===== config.mk =====
export PLATFORM = sky130hd
export DESIGN_NAME = lddr_ctrl
export DESIGN_NICKNAME = d
export VERILOG_FILES = /design/src/sv/lddr_pkg.sv /design/src/sv/lddr_ctrl.sv
export SDC_FILE = /design/constraint.sdc
export NUM_CORES = 1
export LEC_CHECK = 0
export BUFFER_PORTS_ARGS = -buffer_cell sky130_fd_sc_hd__buf_2
export CORE_MARGIN = 10
export CORE_UTILIZATION = 45
export CTS_CLUSTER_DIAMETER = 200
export DETAILED_ROUTE_END_ITERATION = 8
export MAX_ROUTING_LAYER = met4
export PLACE_DENSITY = 0.65
export SYNTH_ARGS = -nofsm -noshare
export SYNTH_HDL_FRONTEND = slang
export SYNTH_SLANG_ARGS = --single-unit

===== constraint.sdc =====
create_clock -name i_clk -period 5.8 [get_ports i_clk]
set_input_delay 0.58 -clock i_clk [delete_from_list [all_inputs] [get_ports i_clk]]
set_output_delay 0.58 -clock i_clk [all_outputs]
set_load 0.03 [all_outputs]

===== src/sv/lddr_pkg.sv =====
package lddr_pkg;

    // Store geometry and field widths
    localparam int MAX_SLICES  = 4096;
    localparam int ADDR_W      = $clog2(MAX_SLICES);
    localparam int CNT_W       = ADDR_W + 1;
    localparam int SAMPLE_BITS = 24;
    localparam int CFG_W       = 13;
    localparam int CFG_IDX_W   = 1;
    localparam int Q_W         = 17;
    localparam int OUT_W       = 4 * Q_W;
    localparam int TDATA_O_W   = ((OUT_W + 7) / 8) * 8;

    // Accumulators and the shared divider
    localparam int SUM1_W = Q_W + CNT_W - 1;
    localparam int DIV_W  = 2 * (Q_W - 1) + 1 + CNT_W - 1;
    localparam int STEP_W = $clog2(DIV_W + 1);
    localparam int SQ_W   = 2 * Q_W;
    localparam int SQ_CNT_W = 5;

    localparam logic [Q_W-1:0]      ONE_Q16   = Q_W'(65536);
    localparam logic [STEP_W-1:0]   XDIV_STEPS = STEP_W'(Q_W);
    localparam logic [STEP_W-1:0]   NDIV_STEPS = STEP_W'(DIV_W);
    localparam logic [SQ_CNT_W-1:0] SQ_LAST    = SQ_CNT_W'(Q_W - 1);

    // Configuration register indexes
    localparam logic [CFG_IDX_W-1:0] CFG_SKIP   = 1'b0;
    localparam logic [CFG_IDX_W-1:0] CFG_THRESH = 1'b1;

    // Datapath operations issued by the controller
    typedef enum logic [4:0] {
        OP_NONE,
        OP_LOAD,
        OP_SETUP,
        OP_MAX_RD,
        OP_MAX_CMP,
        OP_IDX_CLR,
        OP_RD,
        OP_XDIV,
        OP_XZERO,
        OP_XTAKE,
        OP_ACC1,
        OP_ACC2,
        OP_MEAN_DIV,
        OP_MEAN_TAKE,
        OP_MS_DIV,
        OP_SQ_START,
        OP_SQ_STEP,
        OP_VM_DIV,
        OP_VM_TAKE,
        OP_VR_DIV,
        OP_VR_TAKE,
        OP_OUT
    } t_op;

    typedef struct packed {
        t_op op;
    } t_cmd;

    typedef struct packed {
        logic div_done;
        logic sq_last;
        logic idx_end;
        logic max_zero;
        logic cut;
        logic out_full;
    } t_status;

endpackage


===== src/sv/lddr_ctrl.sv =====
module lddr_ctrl
    import lddr_pkg::*;
(
    input  logic    i_clk,
    input  logic    i_rst_n,
    input  logic    i_valid,
    input  logic    i_last,
    output logic    o_ready,
    input  t_status i_status,
    output t_cmd    o_cmd
);

    typedef enum logic [21:0] {
        S_LOAD    = 22'd1 << 0,
        S_SETUP   = 22'd1 << 1,
        S_M_RD    = 22'd1 << 2,
        S_M_CMP   = 22'd1 << 3,
        S_P1_RD   = 22'd1 << 4,
        S_P1_GO   = 22'd1 << 5,
        S_P1_WT   = 22'd1 << 6,
        S_P1_ACC  = 22'd1 << 7,
        S_MEAN_GO = 22'd1 << 8,
        S_MEAN_WT = 22'd1 << 9,
        S_MS_GO   = 22'd1 << 10,
        S_MS_WT   = 22'd1 << 11,
        S_SQ      = 22'd1 << 12,
        S_P2_RD   = 22'd1 << 13,
        S_P2_GO   = 22'd1 << 14,
        S_P2_WT   = 22'd1 << 15,
        S_P2_ACC  = 22'd1 << 16,
        S_VM_GO   = 22'd1 << 17,
        S_VM_WT   = 22'd1 << 18,
        S_VR_GO   = 22'd1 << 19,
        S_VR_WT   = 22'd1 << 20,
        S_EMIT    = 22'd1 << 21
    } t_state;

    t_state r_state;
    t_state n_state;

    always_ff @(posedge i_clk) begin
        if (!i_rst_n) begin
            r_state <= S_LOAD;
        end else begin
            r_state <= n_state;
        end
    end

    // Sequencing: load, optional max pass, first pass, mean and rms,
    // second pass, variances, then hand the word to the output register.
    always_comb begin
        n_state  = r_state;
        o_cmd.op = OP_NONE;
        o_ready  = 1'b0;
        unique case (r_state)
            S_LOAD: begin
                o_ready = 1'b1;
                if (i_valid) begin
                    o_cmd.op = OP_LOAD;
                    if (i_last) begin
                        n_state = S_SETUP;
                    end
                end
            end
            S_SETUP: begin
                o_cmd.op = OP_SETUP;
                n_state  = S_M_RD;
            end
            S_M_RD: begin
                if (!i_status.cut) begin
                    n_state = S_P1_RD;
                end else if (i_status.idx_end) begin
                    o_cmd.op = OP_IDX_CLR;
                    n_state  = S_P1_RD;
                end else begin
                    o_cmd.op = OP_MAX_RD;
                    n_state  = S_M_CMP;
                end
            end
            S_M_CMP: begin
                o_cmd.op = OP_MAX_CMP;
                n_state  = S_M_RD;
            end
            S_P1_RD: begin
                if (i_status.idx_end) begin
                    n_state = S_MEAN_GO;
                end else begin
                    o_cmd.op = OP_RD;
                    n_state  = S_P1_GO;
                end
            end
            S_P1_GO: begin
                if (i_status.max_zero) begin
                    o_cmd.op = OP_XZERO;
                    n_state  = S_P1_ACC;
                end else begin
                    o_cmd.op = OP_XDIV;
                    n_state  = S_P1_WT;
                end
            end
            S_P1_WT: begin
                if (i_status.div_done) begin
                    o_cmd.op = OP_XTAKE;
                    n_state  = S_P1_ACC;
                end
            end
            S_P1_ACC: begin
                o_cmd.op = OP_ACC1;
                n_state  = S_P1_RD;
            end
            S_MEAN_GO: begin
                o_cmd.op = OP_MEAN_DIV;
                n_state  = S_MEAN_WT;
            end
            S_MEAN_WT: begin
                if (i_status.div_done) begin
                    o_cmd.op = OP_MEAN_TAKE;
                    n_state  = S_MS_GO;
                end
            end
            S_MS_GO: begin
                o_cmd.op = OP_MS_DIV;
                n_state  = S_MS_WT;
            end
            S_MS_WT: begin
                if (i_status.div_done) begin
                    o_cmd.op = OP_SQ_START;
                    n_state  = S_SQ;
                end
            end
            S_SQ: begin
                o_cmd.op = OP_SQ_STEP;
                if (i_status.sq_last) begin
                    n_state = S_P2_RD;
                end
            end
            S_P2_RD: begin
                if (i_status.idx_end) begin
                    n_state = S_VM_GO;
                end else begin
                    o_cmd.op = OP_RD;
                    n_state  = S_P2_GO;
                end
            end
            S_P2_GO: begin
                if (i_status.max_zero) begin
                    o_cmd.op = OP_XZERO;
                    n_state  = S_P2_ACC;
                end else begin
                    o_cmd.op = OP_XDIV;
                    n_state  = S_P2_WT;
                end
            end
            S_P2_WT: begin
                if (i_status.div_done) begin
                    o_cmd.op = OP_XTAKE;
                    n_state  = S_P2_ACC;
                end
            end
            S_P2_ACC: begin
                o_cmd.op = OP_ACC2;
                n_state  = S_P2_RD;
            end
            S_VM_GO: begin
                o_cmd.op = OP_VM_DIV;
                n_state  = S_VM_WT;
            end
            S_VM_WT: begin
                if (i_status.div_done) begin
                    o_cmd.op = OP_VM_TAKE;
                    n_state  = S_VR_GO;
                end
            end
            S_VR_GO: begin
                o_cmd.op = OP_VR_DIV;
                n_state  = S_VR_WT;
            end
            S_VR_WT: begin
                if (i_status.div_done) begin
                    o_cmd.op = OP_VR_TAKE;
                    n_state  = S_EMIT;
                end
            end
            S_EMIT: begin
                if (!i_status.out_full) begin
                    o_cmd.op = OP_OUT;
                    n_state  = S_LOAD;
                end
            end
            default: begin
                n_state = S_LOAD;
            end
        endcase
    end

endmodule


=== After elaboration in Yosys (flattened, before gate mapping) ===
Cells that the tools add are included.

* Bits in registers: 22
* Input port bits: 10
* Word-level logic and storage cells: 68

* Eq/ne operators: 32
* Mux-type cells: 30
* Reductions and logical operators: 5

{| class="wikitable"
|+ Operator list
! kind !! number
|-
| one-hot mux 22 bit (21 select lines) || 1
|-
| 2-to-1 mux 22 bit || 10
|-
| one-hot mux 5 bit (19 select lines) || 1
|-
| 2-to-1 mux 5 bit || 5
|-
| equality test 22 x 1 -> 1 bit (second input constant) || 1
|-
| equality test 22 x 10 -> 1 bit (second input constant) || 1
|-
| equality test 22 x 11 -> 1 bit (second input constant) || 1
|-
| equality test 22 x 12 -> 1 bit (second input constant) || 1
|-
| equality test 22 x 13 -> 1 bit (second input constant) || 1
|-
| equality test 22 x 14 -> 1 bit (second input constant) || 1
|-
| equality test 22 x 15 -> 1 bit (second input constant) || 1
|-
| equality test 22 x 16 -> 1 bit (second input constant) || 1
|-
| equality test 22 x 17 -> 1 bit (second input constant) || 1
|-
| equality test 22 x 18 -> 1 bit (second input constant) || 1
|-
| equality test 22 x 19 -> 1 bit (second input constant) || 1
|-
| equality test 22 x 2 -> 1 bit (second input constant) || 1
|-
| equality test 22 x 20 -> 1 bit (second input constant) || 1
|-
| equality test 22 x 21 -> 1 bit (second input constant) || 1
|-
| equality test 22 bit (second input constant) || 1
|-
| equality test 22 x 3 -> 1 bit (second input constant) || 1
|-
| equality test 22 x 4 -> 1 bit (second input constant) || 1
|-
| equality test 22 x 5 -> 1 bit (second input constant) || 1
|-
| equality test 22 x 6 -> 1 bit (second input constant) || 1
|-
| equality test 22 x 7 -> 1 bit (second input constant) || 1
|-
| 12 further kinds || 30
|}

=== Depth between registers and ports, before layout ===
* Depth after elaboration: 3
* Gate-level depth with buffers: 9

=== Worst setup path before layout ===
OpenSTA, ideal clock, no wires.

* Path type: register -> output
* Start point: reg r_state[11]
* End point: out o_cmd[0] (netlist bit)
* Arrival time: 2,410 ps
* Path slack: 2,810 ps
* Stages on the path, launching flop included: 8
* Cell sequence: dfxtp_1 -> buf_4 -> nor4_4 -> nand4_2 -> nor3_1 -> a22oi_1 -> nand4_1 -> a221o_1

{| class="wikitable"
|+ RTL lines
! what !! line !! source
|-
| start, declared || lddr_ctrl.sv:38 || <nowiki>t_state r_state;</nowiki>
|-
| start signal, assigned || lddr_ctrl.sv:45 || <nowiki>r_state <= n_state;</nowiki>
|-
| end, declared || lddr_ctrl.sv:10 || <nowiki>output t_cmd o_cmd</nowiki>
|}

==> impl_metrics.env <==
export IMPL_postLayoutCellArea_um2=1744
export IMPL_syn_num_nets=214
export IMPL_final_setup_tns_ns=0
export IMPL_r2r_path_end="r_state[12]$_SDFFE_PN0P_"
export IMPL_fp_dieArea_um2=6397
export IMPL_power_ir_vdd_worst_mv=0.1598
export IMPL_wl_per_cell_um=18.74
export IMPL_final_layout_size_suffix_gt1_share_pct=17.21
export IMPL_detailedRoute_firstIterationViolations=184
export IMPL_maxCapViolations=0
export IMPL_reg2reg_depth=7
export IMPL_sw_share_pct=37.78
export IMPL_holdPathEnd="r_state[5]$_SDFFE_PN0P_"
export IMPL_synth_edff_count=0
export IMPL_finalWeightedCongestion=0.9981
export IMPL_number_of_buffers_inserted_during_clock_tree_synthesis=3
export IMPL_io_pins=16
export IMPL_synth_warnings=0
export IMPL_cts_hold_fix_buffers=0
export IMPL_fin_total_pwr_mw=0.3872
export IMPL_netlist_top_cells_area="dfxtp_1 (27%), nand4_1 (4.6%), nor2_1 (3.7%), nand2_1 (3.5%), nor3_2 (3.1%)"
export IMPL_ys_flop_type="dfxtp_1"
export IMPL_maximum_net_fanout_on_the_critical_path=8
export IMPL_grt_pass1_wl_mm=8.217
export IMPL_min_path_cells=2
export IMPL_power_share_sequential_pct=41.8
export IMPL_clock_path_buffers=2
export IMPL_clk_latency_ns=0.32
export IMPL_cts_tree="yes"
export IMPL_fmax_mhz=313.7
export IMPL_count_of_port_buffers_added_during_placement=15
export IMPL_worst_pin_slew_ns=0.9039
export IMPL_dp_final_hpwl_mm=3.754
export IMPL_drtAntennaViolNets=0
export IMPL_post_route_fraction_of_the_period_consumed_by_the_critical_path_pct=54.96
export IMPL_clock_power_share_pct=22.6
export IMPL_power_per_cell_area_nw_per_um2=222.0
export IMPL_min_from="i_status[3]"
export IMPL_cts_setup_buffers=0
export IMPL_synth_cell_area_um2=1619
export IMPL_critical_path_arrival_ns=2.61
export IMPL_globalRouteOverflowTotal=0
export IMPL_finalWorstPathRequiredPeriod_ns=3.188
export IMPL_area_of_the_core_um2=3416
export IMPL_synth_sequential_area_ratio_pct=27.20
export IMPL_netlist_cell_type_count=51
export IMPL_timing_setup_critical_path_class="reg2out"
export IMPL_hold_violations=0
export IMPL_grt_antenna_before_repair=0
export IMPL_postSynthAreaPerCell_um2=7.937
export IMPL_placed_cells_incl_taps=257
export IMPL_layout_filler_cells=347
export IMPL_timing_critical_path_from_type="flip-flop"
export IMPL_switchingPower_mw=0.1463
export IMPL_finish_cell_count_without_fillers=261
export IMPL_worstReg2RegStart="r_state[1]$_SDFFE_PN0P_"
export IMPL_antennaDiodeCount=0
export IMPL_post_cts_resized_instances=0
export IMPL_final_max_slew_viol_count=0
export IMPL_run_status="complete, no violations"
export IMPL_power_internal_mw=0.2409
export IMPL_initial_utilization_pct=47.40
export IMPL_crit_required_ns=5.22
export IMPL_worst_hold_slack_ns=0.5328
export IMPL_overall_global_routing_usage_pct=16.23
export IMPL_total_wire_length_mm=4.892
export IMPL_first_pass_iters=5
export IMPL_yosys_cell_count_top_type="dfxtp_1"
export IMPL_remaining_drc_errors=0
export IMPL_timing_max_slew_rel_slack_pct=39.08
export IMPL_largest_reg_flops=22
export IMPL_grt_start_max_net_pins=13
export IMPL_p_comb_share_pct=35.6
export IMPL_registers_top_by_ff_count="r_state"
export IMPL_p_leak_nw=0.6898
export IMPL_route_detailed_vias_per_inst=6.471
export IMPL_clk_transition_reported_paths_ns=0.13
export IMPL_netlist_instances=204
export IMPL_library_cell_used_as_clock_root_buffer="clkbuf_4"
export IMPL_placed_cell_area_um2=1708
export IMPL_area_growth_pct=7.728
export IMPL_timing_critical_path_to_type="output pin"
export IMPL_die_w_um=79.98
export IMPL_async_flop_share_pct=0
export IMPL_count_of_final_setup_violators=0
export IMPL_ff2ff_setup_slack_ns=2.99
export IMPL_yosys_top_cells_count="dfxtp_1 (22), nor2_1 (16), nand2_1 (15), nand4_1 (12), inv_1 (10)"
export IMPL_hold_path_class="in2reg"
export IMPL_first_global_vias=1720
export IMPL_std_cell_rows=21
export IMPL_clock_sinks=22
export IMPL_largestRegisters="r_state (22)"
export IMPL_rsz0062_at_grt="no"
export IMPL_worst_clock_skew_ns=0.005317
export IMPL_y_dimension_of_the_die_um=79.98
export IMPL_via_count_of_the_routed_design=1689
export IMPL_post_synth_top_area_fraction_pct=27.20
export IMPL_synth_largest_area_cell="dfxtp_1"
export IMPL_synth_seq_cells=22
export IMPL_design_final_nets=226
export IMPL_htreeDepth=1
[worst max path at each step]
| stage | start | to | slack (ns) |
|---|---|---|---|
| finish | r_state[18]$_SDFFE_PN0P_ | o_cmd[1] | 2.61 |
| global route | r_state[10]$_SDFFE_PN0P_ | o_cmd[1] | 2.37 |
| CTS | r_state[10]$_SDFFE_PN0P_ | o_cmd[1] | 2.63 |
| detailed placement | r_state[10]$_SDFFE_PN0P_ | o_cmd[1] | 3.01 |
| global placement | r_state[10]$_SDFFE_PN0P_ | o_cmd[1] | 2.96 |
| floorplan | r_state[11]$_SDFFE_PN0P_ | o_cmd[0] | 2.81 |
[cell usage in the layout (no fill, tap or decap), drive strengths merged, types with 2 or more instances in the layout]
cell type,count
buf,16
a211o,3
nand3b,5
nand4,13
nor2,16
nand2b,4
a31oi,2
o21a,2
xor2,3
a22oi,3
nor4,10
xnor2,2
o2111ai,2
and3,6
or2,5
nor3,14
and2,2
nor2b,7
nand3,9
and4,2
or4,4
nor4b,2
a21boi,3
a21oi,7
o21ai,10
nand2,15
inv,10
clkbuf,4
dfxtp,22
[worst max-delay path, cell delays in order, from the launching register on]
cell	delay [ns]
dfxtp_1	0.39
nor2_1	0.48
nand4_2	0.26
nor4_1	0.50
nand2_1	0.13
or2_1	0.24
nand3b_1	0.08
buf_2	0.20
[per-layer routing]
metal,GRT usage (%),share of wire (%)
met1,20.04,44
met2,24.96,48
met3,4.054,5.9
met4,5.634,2.6
met5,-,0
[through the flow]
| stage | setup WS [ns] | utilization, % |
|---|---|---|
| floorplan | 2.810 | - |
| detailed placement | 3.014 | 50.00 |
| global placement | 2.958 | 50.00 |
| CTS | 2.628 | 51.06 |
| finish | 2.612 | 51.06 |
| global route | 2.369 | 51.06 |
[layout make-up]
type	instances	area (um2)	share of cell area, %
multi-input combinational	163	1090	62.48
sequential	22	440.4	25.25
timing repair buffer	16	82.58	4.735
tap	46	57.56	3.300
inverter	10	37.54	2.152
clock buffer	4	36.28	2.080
[power by group through the flow]
stage | Combinational (mW) | Sequential, mW | Clock, mW
3_3_place_gp | 0.135 | 0.165 | 0
6_report | 0.138 | 0.162 | 0.0876
3_5_place_dp | 0.135 | 0.165 | 0
5_1_grt | 0.149 | 0.163 | 0.0966
2_1_floorplan | 0.107 | 0.161 | 0
4_1_cts | 0.136 | 0.162 | 0.0922
[logic make-up (layout without fill, tap and decap cells)]
group,count (synthesis),after routing,share of synthesized area [%]
xor gates and xnor gates,5,5,2.705
and+or+nand+nor,115,115,44.13
buffers and inverters,19,30,5.487
DFF,22,22,27.20
AOI/OAI and AO/OA,43,43,20.48
No activity file was read; power rests on OpenSTA's default activity.
